<file path="src/pdc_pkg.sv">
// Shared types, register indexes, result codes and CRC step functions for the
// packet deframer. Depends on nothing; every other file imports it.
`default_nettype none

package pdc_pkg;

    // Configuration port geometry.
    localparam int CFG_ADDR_W = 3;
    localparam int CFG_DATA_W = 16;

    // Register indexes on the configuration port.
    localparam logic [CFG_ADDR_W-1:0] REG_PREFIX     = 3'd0;
    localparam logic [CFG_ADDR_W-1:0] REG_HDR_POLY   = 3'd1;
    localparam logic [CFG_ADDR_W-1:0] REG_HDR_INIT   = 3'd2;
    localparam logic [CFG_ADDR_W-1:0] REG_PLD_POLY   = 3'd3;
    localparam logic [CFG_ADDR_W-1:0] REG_PLD_INIT   = 3'd4;
    localparam logic [CFG_ADDR_W-1:0] REG_MAX_PLD    = 3'd5;

    // Register reset values.
    localparam logic [7:0]  RST_PREFIX   = 8'hAA;
    localparam logic [7:0]  RST_HDR_POLY = 8'h37;
    localparam logic [7:0]  RST_HDR_INIT = 8'h42;
    localparam logic [15:0] RST_PLD_POLY = 16'h3D65;
    localparam logic [15:0] RST_PLD_INIT = 16'h1337;
    localparam logic [6:0]  RST_MAX_PLD  = 7'd127;

    // Bit of the length byte that marks an oversized length.
    localparam int LEN_TOO_BIG_BIT = 7;

    // Stream widths.
    localparam int IN_TDATA_W  = 8;
    localparam int OUT_TDATA_W = 16;

    // Result kinds carried on the output tuser.
    typedef enum logic [1:0] {
        KIND_BYTE = 2'd0,
        KIND_OK   = 2'd1,
        KIND_DROP = 2'd2,
        KIND_ERR  = 2'd3
    } t_kind;

    // Receive phase.
    typedef enum logic [1:0] {
        PH_HEADER  = 2'd0,
        PH_PAYLOAD = 2'd1,
        PH_TRAILER = 2'd2
    } t_phase;

    // Header CRC cache rebuild sequence.
    typedef enum logic [1:0] {
        RC_IDLE = 2'd0,
        RC_X    = 2'd1,
        RC_Y    = 2'd2
    } t_recalc;

    // Configuration register set.
    typedef struct packed {
        logic [7:0]  prefix;
        logic [7:0]  hdr_poly;
        logic [7:0]  hdr_init;
        logic [15:0] pld_poly;
        logic [15:0] pld_init;
        logic [6:0]  max_pld;
    } t_cfg;

    // Header verdict for the byte now at the window input.
    typedef struct packed {
        logic       accept;
        logic [6:0] length;
    } t_hdr_res;

    // One byte of an MSB-first CRC8.
    function automatic logic [7:0] crc8_byte(input logic [7:0] crc, input logic [7:0] b,
                                             input logic [7:0] poly);
        logic [7:0] c;
        c = crc ^ b;
        for (int i = 0; i < 8; i++) begin
            c = c[7] ? ({c[6:0], 1'b0} ^ poly) : {c[6:0], 1'b0};
        end
        return c;
    endfunction

    // One byte of an MSB-first CRC16.
    function automatic logic [15:0] crc16_byte(input logic [15:0] crc, input logic [7:0] b,
                                               input logic [15:0] poly);
        logic [15:0] c;
        c = crc ^ {b, 8'h00};
        for (int i = 0; i < 8; i++) begin
            c = c[15] ? ({c[14:0], 1'b0} ^ poly) : {c[14:0], 1'b0};
        end
        return c;
    endfunction

endpackage

`default_nettype wire

</file>
<file path="src/packet_deframer_crc8_crc16_core.sv">
// Packet deframer with CRC8 header check and CRC16 trailer check, top level.
// Uses pdc_pkg, pdc_cfg_regs, pdc_in_reg, pdc_hdr_window and pdc_frame_ctl.
//
// Input stream: one received byte per transfer on s_axis_tdata, with
// s_axis_tuser high for a stream error instead of a byte. Output stream:
// m_axis_tuser gives the kind (payload byte, frame ok, frame dropped on CRC,
// stream error); m_axis_tdata carries the payload byte and, on end events,
// the clipped payload length. Header bytes and the first trailer byte give
// no transfer on the output.
// An input transfer is held in the input register, then goes through the
// header window or CRC16 step into the result register. One input transfer
// is taken in every cycle as long as the result register can hand its
// content on and no header CRC cache rebuild is running.
// Writing the header CRC polynomial or seed triggers a rebuild of the cached
// partial CRC8 values, first RC_X then RC_Y; input is held off during it.
// Reset empties both registers, selects header search and loads the register
// defaults. When the receiver stalls with a result waiting, that result holds
// and the input register takes at most one more transfer before
// s_axis_tready drops.
`default_nettype none

module packet_deframer_crc8_crc16_core (
    input  logic                            i_clk,
    input  logic                            i_rst_n,
    // Input stream.
    input  logic                            s_axis_tvalid,
    output logic                            s_axis_tready,
    input  logic [pdc_pkg::IN_TDATA_W-1:0]  s_axis_tdata,   // [7:0] rx_byte
    input  logic                            s_axis_tuser,   // [0] op
    // Output stream.
    output logic                            m_axis_tvalid,
    input  logic                            m_axis_tready,
    output logic [pdc_pkg::OUT_TDATA_W-1:0] m_axis_tdata,   // [7:0] data, [14:8] frame_length
    output logic [1:0]                      m_axis_tuser,   // [1:0] kind
    // Configuration write port.
    input  logic                            i_cfg_we,
    input  logic [pdc_pkg::CFG_ADDR_W-1:0]  i_cfg_addr,
    input  logic [pdc_pkg::CFG_DATA_W-1:0]  i_cfg_wdata
);
    import pdc_pkg::*;

    t_cfg       w_cfg;
    logic       w_recalc;
    logic       w_in_valid;
    logic       w_op;
    logic [7:0] w_byte;
    logic       w_fire;
    logic       w_busy;
    logic       w_push;
    logic       w_clear;
    t_hdr_res   w_hdr;

    // An item is processed when the result register is free or draining and no cache rebuild runs.
    assign w_fire = w_in_valid && !w_busy && (!m_axis_tvalid || m_axis_tready);

    pdc_cfg_regs u_cfg (
        .i_clk       (i_clk),
        .i_rst_n     (i_rst_n),
        .i_cfg_we    (i_cfg_we),
        .i_cfg_addr  (i_cfg_addr),
        .i_cfg_wdata (i_cfg_wdata),
        .o_cfg       (w_cfg),
        .o_recalc    (w_recalc)
    );

    pdc_in_reg u_in (
        .i_clk      (i_clk),
        .i_rst_n    (i_rst_n),
        .i_s_tvalid (s_axis_tvalid),
        .o_s_tready (s_axis_tready),
        .i_s_tdata  (s_axis_tdata),
        .i_s_tuser  (s_axis_tuser),
        .i_take     (w_fire),
        .o_valid    (w_in_valid),
        .o_op       (w_op),
        .o_byte     (w_byte)
    );

    pdc_hdr_window u_hdr (
        .i_clk    (i_clk),
        .i_rst_n  (i_rst_n),
        .i_cfg    (w_cfg),
        .i_recalc (w_recalc),
        .i_push   (w_push),
        .i_clear  (w_clear),
        .i_byte   (w_byte),
        .o_hdr    (w_hdr),
        .o_busy   (w_busy)
    );

    pdc_frame_ctl u_frame (
        .i_clk       (i_clk),
        .i_rst_n     (i_rst_n),
        .i_cfg       (w_cfg),
        .i_fire      (w_fire),
        .i_op        (w_op),
        .i_byte      (w_byte),
        .i_hdr       (w_hdr),
        .o_push      (w_push),
        .o_clear     (w_clear),
        .o_out_valid (m_axis_tvalid),
        .i_m_tready  (m_axis_tready),
        .o_m_tdata   (m_axis_tdata),
        .o_m_tuser   (m_axis_tuser)
    );

endmodule

`default_nettype wire

</file>
<file path="src/pdc_cfg_regs.sv">
// Configuration register bank of the packet deframer.
// Depends on pdc_pkg for register indexes, reset values and the t_cfg type.
`default_nettype none

module pdc_cfg_regs (
    input  logic                           i_clk,
    input  logic                           i_rst_n,
    input  logic                           i_cfg_we,
    input  logic [pdc_pkg::CFG_ADDR_W-1:0] i_cfg_addr,
    input  logic [pdc_pkg::CFG_DATA_W-1:0] i_cfg_wdata,
    output pdc_pkg::t_cfg                  o_cfg,
    output logic                           o_recalc
);
    import pdc_pkg::*;

    t_cfg r_cfg;
    t_cfg n_cfg;

    // Register write decode.
    always_comb begin
        n_cfg = r_cfg;
        if (i_cfg_we) begin
            unique case (i_cfg_addr)
                REG_PREFIX:   n_cfg.prefix   = i_cfg_wdata[7:0];
                REG_HDR_POLY: n_cfg.hdr_poly = i_cfg_wdata[7:0];
                REG_HDR_INIT: n_cfg.hdr_init = i_cfg_wdata[7:0];
                REG_PLD_POLY: n_cfg.pld_poly = i_cfg_wdata;
                REG_PLD_INIT: n_cfg.pld_init = i_cfg_wdata;
                REG_MAX_PLD:  n_cfg.max_pld  = i_cfg_wdata[6:0];
                default:      n_cfg = r_cfg;
            endcase
        end
    end

    always_ff @(posedge i_clk) begin
        if (!i_rst_n) begin
            r_cfg.prefix   <= RST_PREFIX;
            r_cfg.hdr_poly <= RST_HDR_POLY;
            r_cfg.hdr_init <= RST_HDR_INIT;
            r_cfg.pld_poly <= RST_PLD_POLY;
            r_cfg.pld_init <= RST_PLD_INIT;
            r_cfg.max_pld  <= RST_MAX_PLD;
        end else begin
            r_cfg <= n_cfg;
        end
    end

    assign o_cfg = r_cfg;

    // A new header polynomial or seed makes the cached partial CRCs stale.
    assign o_recalc = i_cfg_we && ((i_cfg_addr == REG_HDR_POLY) || (i_cfg_addr == REG_HDR_INIT));

endmodule

`default_nettype wire

</file>
<file path="src/pdc_in_reg.sv">
// Input register stage of the packet deframer: holds one received transfer.
// Depends on pdc_pkg for the input data width.
`default_nettype none

module pdc_in_reg (
    input  logic                           i_clk,
    input  logic                           i_rst_n,
    input  logic                           i_s_tvalid,
    output logic                           o_s_tready,
    input  logic [pdc_pkg::IN_TDATA_W-1:0] i_s_tdata,
    input  logic                           i_s_tuser,
    input  logic                           i_take,
    output logic                           o_valid,
    output logic                           o_op,
    output logic [7:0]                     o_byte
);
    import pdc_pkg::*;

    logic       r_valid;
    logic       n_valid;
    logic       r_op;
    logic [7:0] r_byte;
    logic       w_accept;

    // The slot frees up in the same cycle the held item is consumed.
    assign o_s_tready = !r_valid || i_take;
    assign w_accept   = i_s_tvalid && o_s_tready;

    always_comb begin
        n_valid = r_valid;
        if (w_accept) begin
            n_valid = 1'b1;
        end else if (i_take) begin
            n_valid = 1'b0;
        end
    end

    always_ff @(posedge i_clk) begin
        if (!i_rst_n) begin
            r_valid <= 1'b0;
        end else begin
            r_valid <= n_valid;
        end
    end

    // Payload capture needs no reset.
    always_ff @(posedge i_clk) begin
        if (w_accept) begin
            r_op   <= i_s_tuser;
            r_byte <= i_s_tdata[7:0];
        end
    end

    assign o_valid = r_valid;
    assign o_op    = r_op;
    assign o_byte  = r_byte;

endmodule

`default_nettype wire

</file>
<file path="src/pdc_hdr_window.sv">
// Three-byte header window with cached partial CRC8 values per position.
// Depends on pdc_pkg for t_cfg, t_hdr_res, t_recalc and crc8_byte.
`default_nettype none

module pdc_hdr_window (
    input  logic              i_clk,
    input  logic              i_rst_n,
    input  pdc_pkg::t_cfg     i_cfg,
    input  logic              i_recalc,
    input  logic              i_push,
    input  logic              i_clear,
    input  logic [7:0]        i_byte,
    output pdc_pkg::t_hdr_res o_hdr,
    output logic              o_busy
);
    import pdc_pkg::*;

    // r_x[i] is the CRC8 of the seed and byte i; r_y[i] continues r_x[i] over byte i+1.
    logic [7:0] r_win [3];
    logic [7:0] n_win [3];
    logic [7:0] r_x   [3];
    logic [7:0] n_x   [3];
    logic [7:0] r_y   [2];
    logic [7:0] n_y   [2];
    logic [1:0] r_fill;
    logic [1:0] n_fill;
    t_recalc    r_rc;
    t_recalc    n_rc;

    logic [1:0] w_pos;
    logic [7:0] w_new_x;
    logic [7:0] w_new_y;
    logic [7:0] w_hdr_crc;
    logic       w_full;
    logic       w_bad_prefix;
    logic       w_bad_len;

    // Incoming byte position, and the CRC steps that involve it.
    assign w_pos        = (r_fill == 2'd3) ? 2'd2 : r_fill;
    assign w_new_x      = crc8_byte(i_cfg.hdr_init, i_byte, i_cfg.hdr_poly);
    assign w_new_y      = crc8_byte(r_x[1], i_byte, i_cfg.hdr_poly);
    assign w_hdr_crc    = crc8_byte(r_y[0], i_byte, i_cfg.hdr_poly);
    assign w_full       = (w_pos == 2'd2) && (r_rc == RC_IDLE);
    assign w_bad_prefix = (r_win[0] != i_cfg.prefix);
    assign w_bad_len    = r_win[1][LEN_TOO_BIG_BIT];

    // Header verdict for the byte at the input, independent of the push strobe.
    assign o_hdr.accept = w_full && !w_bad_prefix && !w_bad_len && (w_hdr_crc == 8'h00);
    assign o_hdr.length = r_win[1][6:0];
    assign o_busy       = (r_rc != RC_IDLE);

    // Window update, drops and cache rebuild.
    always_comb begin
        n_win  = r_win;
        n_x    = r_x;
        n_y    = r_y;
        n_fill = r_fill;
        n_rc   = r_rc;
        unique case (r_rc)
            RC_X: begin
                for (int i = 0; i < 3; i++) begin
                    n_x[i] = crc8_byte(i_cfg.hdr_init, r_win[i], i_cfg.hdr_poly);
                end
                n_rc = RC_Y;
            end
            RC_Y: begin
                for (int i = 0; i < 2; i++) begin
                    n_y[i] = crc8_byte(r_x[i], r_win[i+1], i_cfg.hdr_poly);
                end
                n_rc = RC_IDLE;
            end
            default: begin
                if (i_push) begin
                    case (w_pos)
                        2'd0: begin
                            n_win[0] = i_byte;
                            n_x[0]   = w_new_x;
                            n_fill   = 2'd1;
                        end
                        2'd1: begin
                            n_win[1] = i_byte;
                            n_x[1]   = w_new_x;
                            n_y[0]   = crc8_byte(r_x[0], i_byte, i_cfg.hdr_poly);
                            n_fill   = 2'd2;
                        end
                        default: begin
                            if (w_bad_prefix) begin
                                // Drop one byte: length and CRC bytes move up.
                                n_win[0] = r_win[1];
                                n_win[1] = i_byte;
                                n_x[0]   = r_x[1];
                                n_x[1]   = w_new_x;
                                n_y[0]   = w_new_y;
                                n_fill   = 2'd2;
                            end else if (w_bad_len) begin
                                // Drop two bytes: only the newest byte stays.
                                n_win[0] = i_byte;
                                n_x[0]   = w_new_x;
                                n_fill   = 2'd1;
                            end else begin
                                // Bad header CRC drops all three; a good header empties too.
                                n_fill = 2'd0;
                            end
                        end
                    endcase
                end
            end
        endcase
        if (i_clear) begin
            n_fill = 2'd0;
        end
        if (i_recalc) begin
            n_rc = RC_X;
        end
    end

    always_ff @(posedge i_clk) begin
        if (!i_rst_n) begin
            r_fill <= 2'd0;
            r_rc   <= RC_IDLE;
        end else begin
            r_fill <= n_fill;
            r_rc   <= n_rc;
        end
    end

    // Window bytes and cached CRCs are only read below the fill level.
    always_ff @(posedge i_clk) begin
        r_win <= n_win;
        r_x   <= n_x;
        r_y   <= n_y;
    end

endmodule

`default_nettype wire

</file>
<file path="src/pdc_frame_ctl.sv">
// Frame phase control, payload CRC16 and the result register of the deframer.
// Depends on pdc_pkg for t_cfg, t_hdr_res, t_phase, t_kind and crc16_byte.
`default_nettype none

module pdc_frame_ctl (
    input  logic                            i_clk,
    input  logic                            i_rst_n,
    input  pdc_pkg::t_cfg                   i_cfg,
    input  logic                            i_fire,
    input  logic                            i_op,
    input  logic [7:0]                      i_byte,
    input  pdc_pkg::t_hdr_res               i_hdr,
    output logic                            o_push,
    output logic                            o_clear,
    output logic                            o_out_valid,
    input  logic                            i_m_tready,
    output logic [pdc_pkg::OUT_TDATA_W-1:0] o_m_tdata,
    output logic [1:0]                      o_m_tuser
);
    import pdc_pkg::*;

    t_phase      r_phase;
    t_phase      n_phase;
    logic [6:0]  r_len;
    logic [6:0]  n_len;
    logic [6:0]  r_cnt;
    logic [6:0]  n_cnt;
    logic [15:0] r_crc;
    logic [15:0] n_crc;
    logic        r_trl;
    logic        n_trl;
    logic        r_out_valid;
    logic        n_out_valid;
    t_kind       r_kind;
    t_kind       n_kind;
    logic [7:0]  r_data;
    logic [7:0]  n_data;
    logic [6:0]  r_flen;
    logic [6:0]  n_flen;

    logic [15:0] w_crc_step;
    logic [6:0]  w_cnt_inc;
    logic [6:0]  w_clip_len;

    assign w_crc_step = crc16_byte(r_crc, i_byte, i_cfg.pld_poly);
    assign w_cnt_inc  = r_cnt + 7'd1;
    assign w_clip_len = (i_hdr.length < i_cfg.max_pld) ? i_hdr.length : i_cfg.max_pld;

    // Bytes go to the header window in header phase only.
    assign o_push = i_fire && !i_op && (r_phase != PH_PAYLOAD) && (r_phase != PH_TRAILER);

    // Phase sequencing and result generation.
    always_comb begin
        n_phase     = r_phase;
        n_len       = r_len;
        n_cnt       = r_cnt;
        n_crc       = r_crc;
        n_trl       = r_trl;
        n_out_valid = r_out_valid && !i_m_tready;
        n_kind      = r_kind;
        n_data      = r_data;
        n_flen      = r_flen;
        o_clear     = 1'b0;
        if (i_fire) begin
            if (i_op) begin
                // Stream error aborts the frame and re-arms header search.
                n_phase     = PH_HEADER;
                n_len       = 7'd0;
                n_cnt       = 7'd0;
                n_crc       = i_cfg.pld_init;
                n_trl       = 1'b0;
                o_clear     = 1'b1;
                n_out_valid = 1'b1;
                n_kind      = KIND_ERR;
                n_data      = 8'h00;
                n_flen      = 7'd0;
            end else begin
                unique case (r_phase)
                    PH_PAYLOAD: begin
                        n_crc = w_crc_step;
                        n_cnt = w_cnt_inc;
                        if (w_cnt_inc >= r_len) begin
                            n_phase = PH_TRAILER;
                            n_trl   = 1'b0;
                        end
                        n_out_valid = 1'b1;
                        n_kind      = KIND_BYTE;
                        n_data      = i_byte;
                        n_flen      = 7'd0;
                    end
                    PH_TRAILER: begin
                        n_crc = w_crc_step;
                        if (!r_trl) begin
                            n_trl = 1'b1;
                        end else begin
                            n_out_valid = 1'b1;
                            n_kind      = (w_crc_step == 16'h0000) ? KIND_OK : KIND_DROP;
                            n_data      = 8'h00;
                            n_flen      = r_len;
                            n_phase     = PH_HEADER;
                            n_len       = 7'd0;
                            n_cnt       = 7'd0;
                            n_crc       = i_cfg.pld_init;
                            n_trl       = 1'b0;
                            o_clear     = 1'b1;
                        end
                    end
                    default: begin
                        // Header phase; the window judges the byte.
                        if (i_hdr.accept) begin
                            n_len   = w_clip_len;
                            n_cnt   = 7'd0;
                            n_crc   = i_cfg.pld_init;
                            n_trl   = 1'b0;
                            n_phase = (w_clip_len == 7'd0) ? PH_TRAILER : PH_PAYLOAD;
                        end
                    end
                endcase
            end
        end
    end

    always_ff @(posedge i_clk) begin
        if (!i_rst_n) begin
            r_phase     <= PH_HEADER;
            r_len       <= 7'd0;
            r_cnt       <= 7'd0;
            r_crc       <= RST_PLD_INIT;
            r_trl       <= 1'b0;
            r_out_valid <= 1'b0;
        end else begin
            r_phase     <= n_phase;
            r_len       <= n_len;
            r_cnt       <= n_cnt;
            r_crc       <= n_crc;
            r_trl       <= n_trl;
            r_out_valid <= n_out_valid;
        end
    end

    // Result payload register.
    always_ff @(posedge i_clk) begin
        r_kind <= n_kind;
        r_data <= n_data;
        r_flen <= n_flen;
    end

    assign o_out_valid = r_out_valid;
    assign o_m_tuser   = r_kind;
    assign o_m_tdata   = {1'b0, r_flen, r_data};

endmodule

`default_nettype wire

</file>
<file path="config.mk">
export PLATFORM = sky130hd
export DESIGN_NAME = packet_deframer_crc8_crc16_core
export DESIGN_NICKNAME = d
export VERILOG_FILES = /design/src/pdc_pkg.sv /design/src/packet_deframer_crc8_crc16_core.sv /design/src/pdc_cfg_regs.sv /design/src/pdc_in_reg.sv /design/src/pdc_hdr_window.sv /design/src/pdc_frame_ctl.sv
export SDC_FILE = /design/constraint.sdc
export NUM_CORES = 1
export LEC_CHECK = 0
export ABC_AREA = 1
export BUFFER_PORTS_ARGS = -buffer_cell sky130_fd_sc_hd__clkbuf_2
export CAP_MARGIN = 30
export CORE_UTILIZATION = 58
export CTS_CLUSTER_DIAMETER = 150
export CTS_CLUSTER_SIZE = 24
export DETAILED_ROUTE_END_ITERATION = 6
export PLACE_DENSITY_LB_ADDON = 0.1
export REMOVE_ABC_BUFFERS = 1
export SLEW_MARGIN = 15
export SYNTH_ARGS = -nofsm -noshare
export SYNTH_HDL_FRONTEND = slang
export SYNTH_SLANG_ARGS = --single-unit
export TNS_END_PERCENT = 1
</file>
<file path="constraint.sdc">
create_clock -name i_clk -period 3.6 [get_ports i_clk]
set_input_delay 0.72 -clock i_clk [delete_from_list [all_inputs] [get_ports i_clk]]
set_output_delay 0.72 -clock i_clk [all_outputs]
set_load 0.02 [all_outputs]
</file>
Word level (Yosys, flattened, before mapping)
Cells that the tools add are included.

Bits in registers: 168. Word-level logic and storage cells: 317. Input bits: 33.

Mux-type cells: 126. Equal/unequal tests: 21. $add $sub $neg: 1. Magnitude comparators: 2. Reductions and logical operators: 63. Bitwise operators: 78.

Operators by type and width (number): 8-bit 2-to-1 mux (65); 8-bit XOR (63); 16-bit 2-to-1 mux (12); 16-bit XOR (9); 8-bit one-hot mux with 2 select lines (7); 16-bit one-hot mux with 2 select lines (2); 7-bit 2-to-1 mux (7); 7-bit one-hot mux with 2 select lines (3); 4-bit AND reduction (7); 2-bit 2-to-1 mux (9); 3-bit nonzero test (6); 16-bit zero test (1); 2-bit one-hot mux with 2 select lines (4); 2-bit AND reduction (8); 1-bit 2-to-1 mux (15); 1-bit logical AND (12); 2-bit nonzero test (6); 3-bit AND reduction (3); 2-bit == test, second input constant (4); 8-bit zero test (1); 2-bit by 1-bit != test with 1-bit output, second input constant (4); 8-bit != test (1); 4-bit nonzero test (2); 7-bit by 1-bit adder with 7-bit output, second input constant (1); 16 further kinds (39).

Depth between registers and ports, before layout
Depth in word-level cells: 22. Gate-level depth with buffers: 40. Mapped depth without buffers: 35.

Cells and area by module
From an unflattened synthesis, not the netlist that was laid out.

Cell total of the unflattened synthesis: 3308. Area total of the unflattened synthesis: 19794.0 µm².

Modules (own cells, without submodules): pdc_hdr_window (cells each 2123, area an instance 11856.4 µm², times used 1, sequential area each 1281.2 µm²); pdc_frame_ctl (cells each 832, area an instance 5180.0 µm², times used 1, sequential area each 1191.1 µm²); pdc_cfg_regs (cells each 332, area an instance 2417.3 µm², times used 1, sequential area each 1261.2 µm²); pdc_in_reg (cells each 16, area an instance 321.6 µm², times used 1, sequential area each 290.3 µm²); packet_deframer_crc8_crc16_core (cells each 5, area an instance 18.8 µm², times used 1, sequential area each 0.0 µm²).

Least setup slack after synthesis
Ideal clock, no wire load.

Path type: flip-flop to flip-flop. From: register u_hdr.r_win[15] (netlist bit). To: register u_hdr.r_x[15] (netlist bit), data pin. Required time: 3.334 ns. Clock period less this slack: 3.640 ns. Data arrival time: 3.374 ns. Cell stages (with the launch flop): 22. Slack: -0.040 ns. Library setup time: 0.266 ns. Path buffers: 0. Path through: edfxtp_1 > xor2_1 > nand2_1 > xor2_1 > nand2_1 > nand2_1 > nand2_2 > o21ai_0 > nand2_1 > o21ai_0 > nand2_1 > o21ai_0 > nand2_2 > inv_1 > nand2_1 > xor2_1 > inv_1 > o21ai_1 > nand2_2 > nor2_1 > xor2_1 > o21ai_1.

RTL lines: start, declared (RTL line pdc_hdr_window.sv:19) `logic [7:0] r_win [3];`; start signal, assigned (RTL line pdc_hdr_window.sv:129) `r_win <= n_win;`; end signal, assigned (RTL line pdc_hdr_window.sv:130) `r_x <= n_x;`; end, declared (RTL line pdc_hdr_window.sv:21) `logic [7:0] r_x [3];`.

==> summary.md <==
| Metric | Value |
|---|---|
| Outcome | `finished with violations` |
| Failing checks | `setup timing` |
| Fillers | `about 2,300` |
| Post-Synth Adder-Cell Area | `1.42%` |
| Placer Congestion | `0.985` |
| CP Launch Type | `flip-flop` |
| Synth Area per Inst | `6.59 um^2` |
| Initial Utilization | `between 50% and 60%` |
| Mapped Cells | `2,547` |
| Pin count of the biggest net entering global routing | `59` |
| Core Rows | `between 60 and 70` |
| I/O Buffers | `roughly 50` |
| Initial antenna violation count | `1` |
| Initial DRC count | `around 1,600` |
| PwrDens | `974 nW/um^2` |
| Layout cells sized above 1 | `about 22%` |
| Register Area | `4030 um^2` |
| Sequential share of the synthesized area | `between 20% and 30%` |
| Final Skew | `about 0.009 ns` |
| N_diodes | `0` |
| Netlist cell types | `56` |
| Clock Sinks | `168` |
| Post-synthesis mux area share | `0%` |
| Fin Setup TNS | `-16.23 ns` |
| Vias | `~18,000` |
| Worst-path clk slew | `0.08 ns` |
| Post-DP HPWL | `~39 mm` |
| Pre-CTS setup slack | `-0.522 ns` |
| Synthesized cell area | `16,800 um^2` |
| Highest Clock Rate | `0.253 GHz` |
| Period utilisation layout | `110%` |
| Final setup margin | `-0.358 ns` |
| Final Hold Violating Endpoints | `0` |
| GRT Util Overall | `36.7%` |
| CTS Buf Count | `17` |
| Critical path type | `flip-flop to flip-flop` |
| Core Area | `28,200 um^2` |
| Multi-input logic area | `12,200 um^2` |
| Post-Synth Simple-Gate Area | `33.5%` |
| Main combinational cell family by area after synthesis | `simple AND/OR/NAND/NOR gates` |
| First-pass GRT wire length | `~84 mm` |
| DRT Pass-1 Iters | `6` |
| Vias in the first global route | `16,300` |
| Leak | `0.00985 uW` |
| RSZ-0062 raised after global routing | `true` |
| Area growth syn-to-layout | `22.5%` |
| Worst Setup End Kind | `flip-flop` |
| Fin. max-slew vios | `0` |
| Synth Area in Compound Gates | `under 10%` |
| Critical Path AT | `4.14 ns` |
| Root buffer cell | `clkbuf_16` |
| XOR/XNOR Fraction of Synth Area | `24.9%` |
| Clock tree from TritonCTS | `yes` |
| Final core occ | `73.0%` |
| Most frequent cells in the layout | `nand2_1, nor2_1, xor2_1, buf_4, inv_1` |
| Max clock buf depth | `2` |
| Leading cell type in the layout, fill and taps excluded | `nand2_1` |
| Synth warn | `0` |
| Worst Hold Class | `primary input to flip-flop` |
| Layout Nets | `between 2,000 and 3,000` |
| Tmin final | `3.96 ns` |
| Number of synthesized register bits | `roughly 170` |
| Die height | `between 150 and 200 um` |
| Die Width | `approximately 170 um` |
| Placed cell count | `3,073` |
| Post-Layout Cell Count | `3,150` |
| Routed WL | `about 55 mm` |
| Pwr Total | `20,000 uW` |
| Die area | `between 20,000 and 30,000 um^2` |
| Worst skew pair latency | `0.44 ns` |
| Remaining DRCs | `0` |
| Max cap viols | `0` |
| Vias per Instance | `5.57` |
| Num ports | `53` |
| Post-DR wirelength/cell | `around 18 um` |
| Detail Route Antenna Nets | `0` |
| Total grt overflow | `0` |
| Rel. slew slack | `41.7%` |
| Worst-margin pin slew | `0.871 ns` |
| H-tree depth | `4` |
| Crit Path Max Fanout | `6` |
| # setup viols final | `59` |
| Peak VDD IR | `between 0.6 and 0.7 mV` |
| Required time of the critical path | `3.78 ns` |
==> sequential cells by signal (all words and copies together) (netlist names) <==
signal               count
u_cfg.o_cfg             63
u_frame.o_m_tuser        2
u_frame.o_out_valid      1
u_frame.r_cnt            7
u_frame.r_crc           16
u_frame.r_data           8
u_frame.r_flen           7
u_frame.r_len            7
u_frame.r_phase          2
u_frame.r_trl            1
u_hdr.o_hdr              7
u_hdr.r_fill             2
u_hdr.r_rc               2
u_hdr.r_win              9
u_hdr.r_x               16
u_hdr.r_y                8
u_in.o_byte              8
u_in.o_op                1
u_in.o_valid             1
==> routing by layer <==
layer | part of all wire (%) | global-route usage (%) | wire length (um)
met4 | 5.4 | 18.4 | 3010
met3 | 8.3 | 4.42 | 4580
met1 | 39 | 45.1 | 21500
met2 | 47 | 63.2 | 26200
met5 | 0 | 0 | 0
==> final timing paths <==
kind                        start         endpoint  slack (ns)  cells past startpoint
setup / recovery   u_in.o_byte[7]    u_hdr.r_y[12]       -0.36                     26
setup reg to reg   u_in.o_byte[7]    u_hdr.r_y[12]       -0.36                     26
hold / removal    s_axis_tdata[2]   u_in.o_byte[2]        0.45                      1
hold reg to reg   u_cfg.o_cfg[11]  u_cfg.o_cfg[11]        0.47                      2
==> critical path: stages, from the launching register on <==
cell,delay [ns]
edfxtp_1,0.51
buf_6,0.18
buf_8,0.13
xor2_4,0.24
nand2_1,0.08
nand2_1,0.09
nand2_2,0.11
nor2_4,0.15
xnor2_2,0.12
buf_4,0.15
nand2_2,0.05
nand2_2,0.07
nand2_2,0.06
nand2_1,0.07
or2_1,0.12
nand2_2,0.08
buf_4,0.15
buf_4,0.13
nor2_1,0.11
xor2_1,0.26
xnor2_2,0.16
xor2_4,0.21
nand3b_1,0.16
nand3_1,0.07
nand2_1,0.07
nand2_1,0.08
nand2_2,0.09
==> what timing repair did <==
item / in CTS / in global routing
gates cloned: 5 / 1
hold buffers: 0 / 0
setup buffers: 23 / 14
gates resized for setup: 89 / 152
pin swaps: 43 / 79
endpoints found under the setup margin: 59 / 59
==> final cells by class <==
type,instances,area share [%]
timing repair buffer,306,11.3
timing repair inverter,1,0.0547
sequential,168,19.6
inverter,227,4.30
clock buffer,17,2.07
tap,378,2.30
clock inverter,15,0.955
multi-input combinational,2038,59.4
==> logic make-up (layout without fill, tap and decap cells) <==
| kind of cell | Yosys count | count (layout) |
|---|---|---|
| flip-flops | 168 | 168 |
| buffers and inverters | 344 | 566 |
| adder cells (fa/ha/maj) | 19 | 19 |
| AND/OR/NAND/NOR | 1323 | 1326 |
| AO/OA/AOI/OAI | 237 | 237 |
| other | 1 | 1 |
| XOR/XNOR | 455 | 455 |
==> cell usage after synthesis, drive strengths merged <==
master / number / share of area (%)
clkbuf: 67 / 1.5
nor4: 2 / 0.074
nand2: 764 / 18
xor2: 300 / 17
nand3: 198 / 6.2
nand4: 8 / 0.30
clkinv: 6 / 0.16
or2: 10 / 0.39
inv: 221 / 5.0
o22ai: 4 / 0.15
a2111oi: 1 / 0.052
nor3: 5 / 0.25
o211ai: 17 / 0.76
o31ai: 1 / 0.045
buf: 50 / 1.8
edfxtp: 66 / 12
nand3b: 17 / 0.78
a311oi: 1 / 0.052
o21ai: 149 / 4.5
o21a: 2 / 0.089
o311ai: 1 / 0.052
conb: 1 / 0.022
a221oi: 1 / 0.052
ha: 19 / 1.4
a21oi: 43 / 1.3
xnor2: 155 / 8.4
o21bai: 15 / 0.67
a211oi: 1 / 0.045
dfxtp: 102 / 12
nand2b: 7 / 0.26
a22o: 1 / 0.052
nor2: 312 / 7.2
==> power breakdown <==
group          internal, uW  total (uW)  leakage, uW  switching [uW]
combinational          6720       15600      0.00811            8920
sequential             2330        2510      0.00144             181
clock                   954        1880     0.000301             928
total                 10000       20000      0.00985           10000
==> per-stage QoR <==
step	cell area, um^2	hold WS (ns)
floorplan	16200	0.429
global placement	18700	0.440
detailed placement	18700	0.448
CTS	19800	0.446
global route	20600	0.443
finish	20600	0.452
Note: power is estimated with default switching activity, not from simulation.
